==> src/rtl/core/prime_gap_finder_macros.svh <==
// Assertion macros shared by the RTL. Each one samples on clk and is off during reset.
`ifndef PRIME_GAP_FINDER_MACROS_SVH
`define PRIME_GAP_FINDER_MACROS_SVH

// The condition implies the expression in the same cycle.
`define PGF_ASSERT_SAME(label, cond, expr, msg) \
	label: assert property (@(posedge clk) disable iff (!arst_n) (cond) |-> (expr)) \
		else $error(msg);

// The condition implies the expression in the next cycle.
`define PGF_ASSERT_NEXT(label, cond, expr, msg) \
	label: assert property (@(posedge clk) disable iff (!arst_n) (cond) |=> (expr)) \
		else $error(msg);

`endif

==> src/rtl/core/pgf_pkg.sv <==
package pgf_pkg;

	// Width of each result field on the output stream.
	localparam int OUT_W = 16;

	// Constant added to the square in every trial. An even d adds one more.
	localparam int TRIAL_BASE = 3;

	// Smallest odd candidate that needs any trial.
	localparam int FIRST_TRIED = 5;

	// Last trial value of d. The search runs d from n-1 down to this.
	localparam int LAST_D = 3;

	// States of the bit-serial square-and-reduce unit.
	typedef enum logic [1:0] {
		SQ_IDLE,
		SQ_DBL,
		SQ_ADD,
		SQ_FIN
	} sq_state_t;

	// States of the candidate sequencer.
	typedef enum logic [1:0] {
		ST_IDLE,
		ST_START,
		ST_WAIT,
		ST_DONE
	} pgf_state_t;

	// Request from the sequencer to the square unit.
	typedef struct packed {
		logic start;
		logic add_one;
	} sq_req_t;

	// Response from the square unit.
	typedef struct packed {
		logic done;
		logic hit;
	} sq_rsp_t;

endpackage

==> src/rtl/core/pgf_sqmod.sv <==
// One trial of the rule: r = (d*d + 3 + add_one) mod 4n, hit when r/4 equals one.
// The square is built by shifting d in one bit at a time, MSB first, as a
// double step then a conditional add, each followed by one compare-subtract.
module pgf_sqmod import pgf_pkg::*; #(
	parameter int NUM_BITS = 16
) (
	input  logic                clk,
	input  logic                arst_n,
	input  sq_req_t             req,
	input  logic [NUM_BITS-1:0] d,
	input  logic [NUM_BITS-1:0] n,
	output sq_rsp_t             rsp
);

	localparam int AW    = NUM_BITS + 2;
	localparam int CNT_W = $clog2(NUM_BITS);

	sq_state_t           state_q, state_d;
	logic [AW-1:0]       acc_q;
	logic [AW-1:0]       mod_q;
	logic [NUM_BITS-1:0] d_q;
	logic [NUM_BITS-1:0] sh_q;
	logic [CNT_W-1:0]    cnt_q;
	logic                add_one_q;

	logic [AW:0]         dbl;
	logic [AW-1:0]       dbl_red;
	logic [AW:0]         sum;
	logic [AW-1:0]       sum_red;
	logic [AW:0]         fin;
	logic [AW-1:0]       fin_red;
	logic [2:0]          fin_add;
	logic                last_bit;

	// Doubling step, reduced once since acc stays below the modulus.
	assign dbl     = {acc_q, 1'b0};
	assign dbl_red = (dbl >= {1'b0, mod_q}) ? AW'(dbl - {1'b0, mod_q}) : AW'(dbl);

	// Add step for the current bit of d.
	assign sum     = {1'b0, acc_q} + (AW + 1)'(sh_q[NUM_BITS-1] ? d_q : '0);
	assign sum_red = (sum >= {1'b0, mod_q}) ? AW'(sum - {1'b0, mod_q}) : AW'(sum);

	// Final offset of three or four, then the hit test on r/4.
	assign fin_add = 3'(TRIAL_BASE) + {2'b00, add_one_q};
	assign fin     = {1'b0, acc_q} + (AW + 1)'(fin_add);
	assign fin_red = (fin >= {1'b0, mod_q}) ? AW'(fin - {1'b0, mod_q}) : AW'(fin);

	assign last_bit = (cnt_q == CNT_W'(NUM_BITS - 1));

	// Next state.
	always_comb begin
		state_d = state_q;
		case (state_q)
			SQ_IDLE: if (req.start) state_d = SQ_DBL;
			SQ_DBL:  state_d = SQ_ADD;
			SQ_ADD:  state_d = last_bit ? SQ_FIN : SQ_DBL;
			SQ_FIN:  state_d = SQ_IDLE;
			default: state_d = SQ_IDLE;
		endcase
	end

	// Outputs.
	always_comb begin
		rsp.done = 1'b0;
		rsp.hit  = 1'b0;
		case (state_q)
			SQ_FIN: begin
				rsp.done = 1'b1;
				rsp.hit  = (fin_red[AW-1:2] == (AW - 2)'(1));
			end
			default: ;
		endcase
	end

	// Control state.
	always_ff @(posedge clk or negedge arst_n) begin
		if (!arst_n) begin
			state_q <= SQ_IDLE;
		end else begin
			state_q <= state_d;
		end
	end

	// Datapath registers.
	always_ff @(posedge clk) begin
		case (state_q)
			SQ_IDLE: begin
				if (req.start) begin
					acc_q     <= '0;
					mod_q     <= {n, 2'b00};
					d_q       <= d;
					sh_q      <= d;
					cnt_q     <= '0;
					add_one_q <= req.add_one;
				end
			end
			SQ_DBL: acc_q <= dbl_red;
			SQ_ADD: begin
				acc_q <= sum_red;
				sh_q  <= {sh_q[NUM_BITS-2:0], 1'b0};
				cnt_q <= cnt_q + CNT_W'(1);
			end
			default: ;
		endcase
	end

endmodule

==> src/rtl/core/prime_gap_finder.sv <==
// Prime gap finder: tests candidates in the order given and reports prime pairs.
// Input stream: s_tdata carries the candidate, s_tuser the new-range flag, which
// forgets the remembered prime before the candidate is tested.
// Output stream: one item per candidate, carrying is_prime and gap_found in
// m_tuser and the lower prime, upper prime and gap in m_tdata.
// One candidate is worked on at a time. Zero, one, two, three and even numbers
// go straight to the done state of the sequencer and from there into the output
// register. An odd n of five or more runs up to n-3 trials through the bit-serial
// square unit, one bit of d per double and add pair, and ends early at the first hit.
// A new candidate is taken once the previous one has its result in the output
// register, even while the receiver has not yet taken that result.
// When the receiver stalls, the result waits in the output register and a
// finished candidate after it waits in the sequencer until the register frees.
// Reset clears the remembered prime and empties the output register.
module prime_gap_finder import pgf_pkg::*; #(
	parameter int NUM_BITS = 16
) (
	input  logic                                clk,
	input  logic                                arst_n,
	input  logic                                s_tvalid,
	output logic                                s_tready,
	input  logic [((NUM_BITS + 7) / 8) * 8-1:0] s_tdata,  // number
	input  logic                                s_tuser,  // new_range
	output logic                                m_tvalid,
	input  logic                                m_tready,
	output logic [3*OUT_W-1:0]                  m_tdata,  // lower_prime, upper_prime, gap
	output logic [1:0]                          m_tuser   // is_prime, gap_found
);

	`include "prime_gap_finder_macros.svh"

	pgf_state_t          state_q, state_d;
	logic [NUM_BITS-1:0] n_q;
	logic [NUM_BITS-1:0] d_q;
	logic                prime_q;
	logic [NUM_BITS-1:0] last_prime_q;
	logic                have_prime_q;
	logic                m_tvalid_q;
	logic [3*OUT_W-1:0]  m_tdata_q;
	logic [1:0]          m_tuser_q;

	logic [NUM_BITS-1:0] num;
	logic                accept;
	logic                needs_trials;
	logic                small_prime;
	logic                load_out;
	logic                pair;
	logic [NUM_BITS-1:0] diff;
	sq_req_t             sq_req;
	sq_rsp_t             sq_rsp;

	assign num          = s_tdata[NUM_BITS-1:0];
	assign accept       = s_tvalid && s_tready;
	assign needs_trials = num[0] && (num >= NUM_BITS'(FIRST_TRIED));
	assign small_prime  = (num == NUM_BITS'(2)) || (num == NUM_BITS'(3));
	assign pair         = prime_q && have_prime_q;
	assign diff         = n_q - last_prime_q;

	// Square-and-reduce unit for one trial value of d.
	pgf_sqmod #(
		.NUM_BITS (NUM_BITS)
	) u_sqmod (
		.clk    (clk),
		.arst_n (arst_n),
		.req    (sq_req),
		.d      (d_q),
		.n      (n_q),
		.rsp    (sq_rsp)
	);

	// Next state of the sequencer.
	always_comb begin
		state_d = state_q;
		case (state_q)
			ST_IDLE: begin
				if (accept) state_d = needs_trials ? ST_START : ST_DONE;
			end
			ST_START: state_d = ST_WAIT;
			ST_WAIT: begin
				if (sq_rsp.done) begin
					if (sq_rsp.hit || (d_q == NUM_BITS'(LAST_D))) state_d = ST_DONE;
					else state_d = ST_START;
				end
			end
			ST_DONE: if (load_out) state_d = ST_IDLE;
			default: state_d = ST_IDLE;
		endcase
	end

	// Sequencer outputs.
	always_comb begin
		s_tready       = 1'b0;
		sq_req.start   = 1'b0;
		sq_req.add_one = ~d_q[0];
		load_out       = 1'b0;
		case (state_q)
			ST_IDLE:  s_tready = 1'b1;
			ST_START: sq_req.start = 1'b1;
			ST_DONE:  load_out = !m_tvalid_q || m_tready;
			default: ;
		endcase
	end

	// Control state, remembered prime and output valid.
	always_ff @(posedge clk or negedge arst_n) begin
		if (!arst_n) begin
			state_q      <= ST_IDLE;
			have_prime_q <= 1'b0;
			last_prime_q <= '0;
			m_tvalid_q   <= 1'b0;
		end else begin
			state_q <= state_d;
			if (accept && s_tuser) begin
				have_prime_q <= 1'b0;
				last_prime_q <= '0;
			end
			if (load_out && prime_q) begin
				have_prime_q <= 1'b1;
				last_prime_q <= n_q;
			end
			if (load_out) m_tvalid_q <= 1'b1;
			else if (m_tready) m_tvalid_q <= 1'b0;
		end
	end

	// Candidate, trial counter and verdict.
	always_ff @(posedge clk) begin
		if (accept) begin
			n_q     <= num;
			d_q     <= num - NUM_BITS'(1);
			prime_q <= small_prime;
		end else if (state_q == ST_WAIT && sq_rsp.done) begin
			if (sq_rsp.hit) prime_q <= 1'b0;
			else if (d_q == NUM_BITS'(LAST_D)) prime_q <= 1'b1;
			else d_q <= d_q - NUM_BITS'(1);
		end
	end

	// Output register.
	always_ff @(posedge clk) begin
		if (load_out) begin
			m_tuser_q <= {pair, prime_q};
			m_tdata_q <= {
				pair ? OUT_W'(diff) : OUT_W'(0),
				prime_q ? OUT_W'(n_q) : OUT_W'(0),
				pair ? OUT_W'(last_prime_q) : OUT_W'(0)
			};
		end
	end

	assign m_tvalid = m_tvalid_q;
	assign m_tdata  = m_tdata_q;
	assign m_tuser  = m_tuser_q;

	// Checks on the sequencer and the result fields.
	`PGF_ASSERT_NEXT(a_accept_leaves_idle, accept, state_q != ST_IDLE, "accepted item left the sequencer idle")
	`PGF_ASSERT_SAME(a_pair_is_prime, m_tvalid && m_tuser[1], m_tuser[0], "pair reported for a composite")
	`PGF_ASSERT_SAME(a_composite_zero, m_tvalid && !m_tuser[0], m_tdata == '0, "composite result carries data")

endmodule

==> config.mk <==
export PLATFORM = sky130hd
export DESIGN_NAME = prime_gap_finder
export DESIGN_NICKNAME = d
export VERILOG_FILES = /design/src/rtl/core/pgf_pkg.sv /design/src/rtl/core/pgf_sqmod.sv /design/src/rtl/core/prime_gap_finder.sv
export VERILOG_INCLUDE_DIRS = /design/src /design/src/rtl/core
export SDC_FILE = /design/constraint.sdc
export NUM_CORES = 1
export LEC_CHECK = 0
export ABC_AREA = 1
export BUFFER_PORTS_ARGS = -buffer_cell sky130_fd_sc_hd__buf_2
export CAP_MARGIN = 40
export CORE_MARGIN = 2
export CORE_UTILIZATION = 40
export CTS_CLUSTER_DIAMETER = 200
export DETAILED_ROUTE_END_ITERATION = 12
export GPL_ROUTABILITY_DRIVEN = 0
export PLACE_DENSITY = 0.67
export SYNTH_ARGS = -nofsm -noshare
export SYNTH_HDL_FRONTEND = slang
export SYNTH_HIERARCHICAL = 1
export SYNTH_SLANG_ARGS = --single-unit
==> constraint.sdc <==
create_clock -name clk -period 4.3 [get_ports clk]
set_input_delay 0.215 -clock clk [delete_from_list [all_inputs] [get_ports clk]]
set_output_delay 0.215 -clock clk [all_outputs]
set_load 0.01 [all_outputs]
**Word-level counts from Yosys, hierarchy flattened**

Cells that the tools add are included.

- Register bits after elaboration: 176
- Bits in read-only memories: 0
- Output and inout bits: 52
- Latch bits: 0
- Memories: 0
- Word-level logic and storage cells: 110
- Bits of input ports: 21
- Bits in writable memories: 0

- $add $sub $neg: 10
- Divide/modulo/power cells: 0
- Equal/unequal tests: 17
- Bitwise operators: 1
- Multipliers: 0
- Muxes and demuxes: 37
- Shift-type cells: 0
- Reduce and logical (&&, ||, !) cells: 24
- Magnitude comparators: 4

Operator list:

| kind | count |
|---|---|
| 16-bit two-way mux | 8 |
| 18-bit two-way mux | 4 |
| 19-bit by 18-bit greater-or-equal comparator with 1-bit output | 3 |
| 18-bit one-hot mux with 3 select lines | 1 |
| 18-bit subtractor | 3 |
| 16-bit by 2-bit == test with 1-bit output, second input constant | 3 |
| 16-bit one-hot mux with 2 select lines | 1 |
| 16-bit by 1-bit subtractor with 16-bit output, second input constant | 2 |
| 18-bit by 16-bit adder with 19-bit output | 1 |
| 18-bit by 3-bit adder with 19-bit output | 1 |
| 16-bit by 1-bit == test with 1-bit output, second input constant | 1 |
| 16-bit by 3-bit greater-or-equal comparator with 1-bit output, second input constant | 1 |
| 2-bit two-way mux | 8 |
| 2-bit one-hot mux with 4 select lines | 2 |
| 16-bit subtractor | 1 |
| 2-bit inequality test, second input constant | 6 |
| 1-bit two-way mux | 11 |
| 2-bit == test, second input constant | 4 |
| 4-bit one-hot mux with 2 select lines | 1 |
| 2-bit AND reduction | 4 |
| 2-bit nonzero test | 4 |
| 1-bit logical AND | 6 |
| 3-bit AND reduction | 2 |
| 3-bit nonzero test | 2 |
| 9 further kinds | 13 |

**Logic depth before layout (Yosys ltp)**

Gate-level depths: netlist of the first run.

- Depth in word-level cells: 10
- Depth in mapped cells: 32
- Gate-level depth less buffers: 32

**Modules after synthesis**

Netlist of the first run, hierarchy kept.

Modules (own cells, without submodules):

| module | area an instance (um2) | seq. area each (um2) | times used | cells an instance |
|---|---|---|---|---|
| pgf_sqmod | 7652.3 | 2182.1 | 1 | 1086 |
| prime_gap_finder | 5156.2 | 2992.9 | 1 | 549 |

**Worst setup path after synthesis of the first run**

No wires, ideal clock.

- Path kind: register to register
- Start point: reg u_sqmod.acc_q[0]
- End point: reg d_q[0] (netlist name)
- Setup time: 0.411 ns
- Path slack: -0.168 ns
- Stages on the path, launching flop included: 29
- Path buffers: 0
- Period minus slack after synthesis: 4.468 ns
- Data required time: 3.889 ns
- Arrival time: 4.057 ns
- Cell sequence: edfxtp_1 -> inv_1 -> ha_1 -> ha_1 -> inv_1 -> nand3_1 -> inv_1 -> nand2_1 -> inv_1 -> nand3_1 -> o21ai_0 -> inv_1 -> ha_1 -> nand2_1 -> nor2_1 -> nand2_1 -> nor2_1 -> nand3_1 -> nand2_1 -> nor3_1 -> nand2_1 -> inv_1 -> nand2_1 -> nand2_1 -> inv_1 -> nor2_1 -> inv_1 -> nand2_1 -> o21ai_0

RTL lines:

| element | line | text |
|---|---|---|
| start, declared | pgf_sqmod.sv:19 | `logic [AW-1:0] acc_q;` |
| start signal, assigned | pgf_sqmod.sv:97 | `SQ_DBL: acc_q <= dbl_red;` |
| start signal, assigned | pgf_sqmod.sv:99 | `acc_q <= sum_red;` |

==> results of run 1 <==
==> routing by layer <==
layer / up-vias / routed length, um / global-route usage [%]
met3: 66 / 2320 / 2.38
met2: 398 / 16300 / 35.5
met1: 5273 / 15800 / 29.6
met5: - / 0 / 0
li1: 5577 / - / -
met4: 0 / 992 / 6.43
==> registers in the layout (all words and copies together) (netlist names) <==
| signal | count |
|---|---|
| d_q | 16 |
| m_tdata | 48 |
| u_sqmod/cnt_q | 4 |
| u_sqmod/sh_q | 16 |
| u_sqmod/add_one_q | 1 |
| m_tvalid | 1 |
| n_q | 16 |
| m_tuser | 2 |
| state_q | 2 |
| prime_q | 1 |
| u_sqmod/acc_q | 18 |
| last_prime_q | 16 |
| u_sqmod/d_q | 16 |
| have_prime_q | 1 |
| u_sqmod/mod_q | 16 |
| u_sqmod/state_q | 2 |
==> kinds of logic after synthesis <==
logic type	Yosys count	share of synthesized area (%)
flip-flops	176	40.4
XOR/XNOR	48	3.28
adder cells (fa/ha/maj)	92	9.28
AO/OA/AOI/OAI	188	8.69
AND/OR/NAND/NOR	866	30.1
buffers and inverters	265	8.22
==> what timing repair did <==
| item | in CTS | in global routing |
|---|---|---|
| hold buffers | 8 | 1 |
| cloned | 0 | 0 |
| gates resized for setup | 0 | 16 |
| endpoints found under the setup margin | 16 | 24 |
| endpoints found under the hold margin | 29 | 1 |
| setup buffers | 1 | 6 |
| pin swaps | 0 | 1 |
==> worst max-delay path, cell delays in order (launching register included) <==
cell	delay [ns]
edfxtp_1	0.60
inv_1	0.16
nor3_2	0.35
nand4_4	0.17
nor2_2	0.16
xor2_1	0.22
inv_1	0.07
ha_1	0.38
nand2_1	0.12
nor2_1	0.18
nand2_1	0.07
nor2_1	0.14
nand3_1	0.08
nand2_1	0.07
nor3_1	0.04
nand2_1	0.09
inv_1	0.06
nand2_1	0.06
nand2_1	0.05
inv_1	0.06
nor2_2	0.06
inv_1	0.07
nand2_1	0.07
o21ai_1	0.15
buf_6	0.21
==> worst max path at each step <==
stage | start | end | slack, ns
detailed placement | u_sqmod/acc_q[0] | d_q[12] | 0.02
global route | u_sqmod/acc_q[5] | d_q[8] | -0.03
global placement | u_sqmod/acc_q[0] | d_q[12] | 0.12
CTS | u_sqmod/acc_q[1] | d_q[8] | 0.13
floorplan | u_sqmod/acc_q[0] | d_q[0] | 0.26
finish | u_sqmod/acc_q[5] | d_q[1] | 0.30
==> metrics by stage <==
step	cells	utilization, %
CTS	2135	45.3
floorplan	1635	-
finish	2142	45.7
global route	2142	45.7
global placement	2094	43.2
detailed placement	2094	43.2
==> final cells by class <==
type,count,share of cell area (%)
Clock buffer,17,2.95
Clock inverter,15,1.10
Inverter,236,6.17
Multi-Input combinational cell,1194,46.2
Sequential cell,176,35.9
Tap cell,402,3.49
Timing Repair Buffer,102,4.24
==> layout by cell type, fill, tap and decap left out, types with 7 or more instances in the layout <==
cell,instances
nand2_1,470
inv_1,229
edfxtp_1,154
nor2_1,140
nand3_1,128
ha_1,85
a21oi_1,76
buf_2,72
o21ai_0,45
nand3b_1,28
xor2_1,28
nand2_2,25
dfrtp_1,22
buf_4,20
xnor2_1,19
o22ai_1,18
nand4_1,18
clkbuf_16,17
a21oi_2,16
nand3_2,12
nor3_1,12
nor2_2,11
dlygate4sd3_1,9
a31oi_1,7
a21o_1,7
==> flow_summary.json, run 1 <==
{
  "synth_nets": 1748,
  "start_kind": "register",
  "max_freq_mhz": 250,
  "ys_seq_elements": 176,
  "yosysTopAreaCell": "edfxtp_1",
  "synth_top_area_share_pct": 36.1,
  "floorplan.initialDensity_pct": 40.6,
  "cp-end-kind": "register",
  "die_x_um": 183,
  "wl_per_cell_um": 16.5,
  "critical_path_required_ns": 4.43,
  "die_area_mm2": 0.0335,
  "cts_buffers": 17,
  "die_h_um": 183,
  "finalClockSkew_ns": 0.0158,
  "finalCritPeriodShare_pct": 93.1,
  "dp_hpwl_um": 27400,
  "maxCapViolations": 0,
  "antenna_cells": 0,
  "drtIter0Drc": 1178,
  "reg2regPathDepth": 24,
  "core_region_area_mm2": 0.0316,
  "stdcell_area_mm2": 0.0144,
  "r2r_setup_slack_ns": 0.30,
  "cts_root_buffer": "clkbuf_16",
  "placed_cell_area_mm2": 0.0136,
  "pre_cts_slack_ns": 0.0204,
  "cts.reportedPaths.clkPinSlew_ns": 0.07,
  "crit_type": "reg -> reg",
  "synth_common_cells": "nand2_1, inv_1, edfxtp_1",
  "finalSetupViolCount": 0,
  "numPortBuffers": 72,
  "grt_antenna_before_repair": 0,
  "dr_total_vias": 11314,
  "hold_path.class": "in -> reg",
  "r2r-start": "u_sqmod/acc_q[5]",
  "syn-instance-count": 1635,
  "vias_per_cell": 5.28,
  "period_minus_slack_ns": 4.00,
  "netlist_area_mm2": 0.0128,
  "holdPathEnd": "n_q[8]",
  "ctsHtreeMaxLevel": 4,
  "ys_warn_count": 6,
  "grt_max_degree": 52,
  "whs_path_depth": 1,
  "grt_first_pass_wirelength_um": 56600,
  "cts_sinks": 176,
  "synth_ff_type": "edfxtp_1",
  "nNetsFinal": 1840,
  "worstPathArrival_ns": 4.13,
  "critPathMaxFanout": 16,
  "syn_avg_cell_area_um2": 7.83,
  "synth.distinct_cells": 50,
  "final_hold_viol_count": 0,
  "dr.pass1.iters": 6,
  "area_delta_synth_final_pct": 12.6,
  "setup_ws_ns": 0.296,
  "seq_area_frac_synth_pct": 40.4,
  "drive_above_1_share_pct": 12.3,
  "holdWs_ns": 0.00846,
  "drtAntennaViolNets": 0,
  "final-max-slew-violation-count": 0,
  "async_flop_share_pct": 12.5,
  "clock_path_buffers": 2,
  "drcViolationCount": 0,
  "r2r_end": "d_q[1]",
  "multi_input_area_mm2": 0.00666,
  "first_global_vias": 10742,
  "synth.most_common_cell": "nand2_1",
  "seq_area_mm2": 0.00517,
  "slew_headroom_pct": 46.7,
  "grtUsageTotal_pct": 21.4,
  "synth_edf_count": 154,
  "synth.area.top_cells": "edfxtp_1, nand2_1, ha_1",
  "clk_latency_ns": 0.44,
  "grt-ovfl-total": 0,
  "wl_um": 35400,
  "boundaryPins": 73,
  "min_from": "s_tdata[8]",
  "nFillCells": 3052,
  "status": "completed",
  "tightest_slew_ns": 0.799,
  "cts_tree": "built",
  "rows": 65,
  "tns_ns": 0
}
Power of run 1 is left out: the tool's default activity adds up to more than one toggle a clock period on the data nets, which glitch-free logic cannot reach.
==> inputs of run 2 (changes only) <==
--- a/config.mk
+++ b/config.mk
@@ -14,7 +14,7 @@
 export CTS_CLUSTER_DIAMETER = 200
 export DETAILED_ROUTE_END_ITERATION = 12
 export GPL_ROUTABILITY_DRIVEN = 0
-export PLACE_DENSITY = 0.67
+export PLACE_DENSITY = 0.65
 export SYNTH_ARGS = -nofsm -noshare
 export SYNTH_HDL_FRONTEND = slang
 export SYNTH_HIERARCHICAL = 1
==> constraint.sdc (replaced) <==
create_clock -name clk -period 3.7 [get_ports clk]
set_input_delay 0.185 -clock clk [delete_from_list [all_inputs] [get_ports clk]]
set_output_delay 0.185 -clock clk [all_outputs]
set_load 0.01 [all_outputs]
==> run 2 against run 1 <==
Net effect: the run now ends with setup timing left; flip-flop and latch count stayed put; final area increased by 16%; highest routed layer unchanged; utilization is 7.3 points higher; die area stayed put; global-route usage rose by 1.5 points; clock skew shrank 0.0018 ns; final cell count grew 7.5%; first-iteration DRC count fell by 0.51%.
==> flow_summary.json, run 2 (synthesis results as in run 1) <==
{
  "status": "finished, violations left",
  "violations": "setup timing",
  "crit_type": "reg -> reg",
  "grt_first_pass_wirelength_um": 60000,
  "crit_slowest_cell": "edfxtp_1",
  "dr.pass1.iters": 6,
  "final_hold_viol_count": 0,
  "grt-ovfl-total": 0,
  "cts.reportedPaths.clkPinSlew_ns": 0.07,
  "cts_tree": "built",
  "final-max-slew-violation-count": 0,
  "clk_latency_ns": 0.44,
  "grtUsageMet3_pct": 3.99,
  "worstPathArrival_ns": 4.04,
  "maxCapViolations": 0,
  "grt.busiest_layer": "met2",
  "largest_reg_flops": 48,
  "hold_path.class": "in -> reg",
  "r2r_setup_slack_ns": -0.06,
  "worstSetupStartpoint": "u_sqmod/sh_q[15]",
  "die_area_mm2": 0.0335,
  "cp-end-kind": "register",
  "numPortBuffers": 72,
  "pre_cts_slack_ns": -0.326,
  "max_freq_mhz": 266,
  "dr_total_vias": 12148,
  "antenna_cells": 0,
  "drive_above_1_share_pct": 28.1,
  "critical_path_required_ns": 3.98,
  "cts_buffers": 17,
  "cts_root_buffer": "clkbuf_16",
  "critPathMaxFanout": 8,
  "grtUsageTotal_pct": 22.9,
  "cp_common_cell": "nand2_2",
  "drtAntennaViolNets": 0,
  "die_x_um": 183,
  "cts_sinks": 176,
  "r2r-start": "u_sqmod/sh_q[15]",
  "rsz0062_at_grt": "yes",
  "nFillCells": 2823,
  "r2r_end": "u_sqmod/acc_q[8]",
  "first_global_vias": 11443,
  "finalCritPeriodShare_pct": 102,
  "nNetsFinal": 2000,
  "critPathCapture": "u_sqmod/acc_q[8]",
  "final_common_cell": "nand2_1",
  "cp_slowest_stage_delay_ns": 0.47,
  "drcViolationCount": 0,
  "fin_util_pct": 52.9,
  "wl_um": 39500,
  "grt.met2_usage_pct": 38.7,
  "tightest_slew_ns": 0.774,
  "rows": 65,
  "grt_max_degree": 52,
  "core_region_area_mm2": 0.0316,
  "period_minus_slack_ns": 3.76,
  "grt_antenna_before_repair": 0,
  "clock_path_buffers": 2,
  "finalClockSkew_ns": 0.0139,
  "slew_headroom_pct": 48.4,
  "worstPathCellList": "nand2_1 -> inv_1 -> ha_2 -> inv_2 -> fa_2 -> o21ai_4 -> nand2_1 -> nand2_2 -> buf_4 -> xor2_1 -> buf_4 -> inv_1 -> ha_4 -> nand2_2 -> nor2_2 -> nand3_1 -> o21a_1 -> nand2_2 -> nand2_4 -> buf_6 -> nand3_1 -> nand3_2 -> a21oi_2",
  "layout_common_cells": "nand2_1, inv_1, buf_4, edfxtp_1, nor2_1",
  "setup_ws_ns": -0.0634,
  "drtIter0Drc": 1172,
  "dp_hpwl_um": 28800,
  "met1_usage_pct": 29.7,
  "floorplan.initialDensity_pct": 40.6,
  "vias_per_cell": 5.28,
  "start_kind": "register",
  "ctsHtreeMaxLevel": 4,
  "reg2regPathDepth": 23,
  "area_delta_synth_final_pct": 30.4,
  "die_h_um": 183,
  "wl_per_cell_um": 17.2,
  "finalSetupViolCount": 14,
  "boundaryPins": 73
}
-- run 2: cell count changes in the layout (fill, tap and decap cells not counted), sizes merged --
cell / before / now
nand2: 499 / 500
dlygate4sd3: 9 / 16
clkinv: 6 / 10
inv: 242 / 239
clkinvlp: 3 / 2
buf: 93 / 245
-- run 2: how the worst min path moves through the flow --
| stage | from | to | slack [ns] | cells past startpoint |
|---|---|---|---|---|
| after global placement | arst_n | last_prime_q[12] | 0.19 | 1 |
| after floorplan | arst_n | have_prime_q | -0.11 | 0 |
| after global routing | s_tdata[4] | n_q[4] | 0.02 | 1 |
| after CTS | s_tuser | have_prime_q | 0.003 | 4 |
| final | s_tuser | have_prime_q | 0.02 | 4 |
| after detailed placement | arst_n | last_prime_q[10] | 0.20 | 1 |
-- run 2: repair_timing --
action | CTS | global route
hold buffers | 16 | 0
pin swaps | 19 | 83
cloned | 1 | 2
hold endpoints to repair | 37 | 0
buffers inserted | 7 | 19
setup endpoints to repair | 35 | 34
resized for setup | 76 | 168
-- run 2: per-layer routing --
metal,up-vias,routed length [um]
met5,-,0
met4,0,1450
met3,104,2500
met2,464,18900
met1,5682,16700
li1,5898,-
-- run 2: stage by stage --
step                cell area [um2]  setup TNS [ns]  cells  hold slack, ns
global route                  16700           -5.02   2302          0.0238
CTS                           15900               0   2283         0.00267
global placement              14600           -3.15   2227           0.193
floorplan                     12800               0   1635          -0.111
detailed placement            14600           -6.72   2227           0.199
finish                        16700          -0.416   2302          0.0185
-- run 2: cell type report --
class                      instances  area [um2]  share of cell area [%]
sequential                       176        5170                    31.0
clock inverter                    15         165                   0.988
clock buffer                      17         425                    2.55
tap                              402         503                    3.01
timing repair buffer             261        1890                    11.3
multi-input combinational       1195        7660                    45.8
inverter                         236         891                    5.33
-- run 2: worst max-delay path, delay by kind of cell (launching register included) --
family / cells / cell delay (ns)
AND/OR/NAND/NOR: 10 / 0.93
adder cells (fa/ha/maj): 3 / 0.88
AO/OA/AOI/OAI: 3 / 0.59
XOR/XNOR: 1 / 0.14
buffers and inverters: 6 / 0.56
flip-flops: 1 / 0.47
Power of run 2 is left out for the same reason.
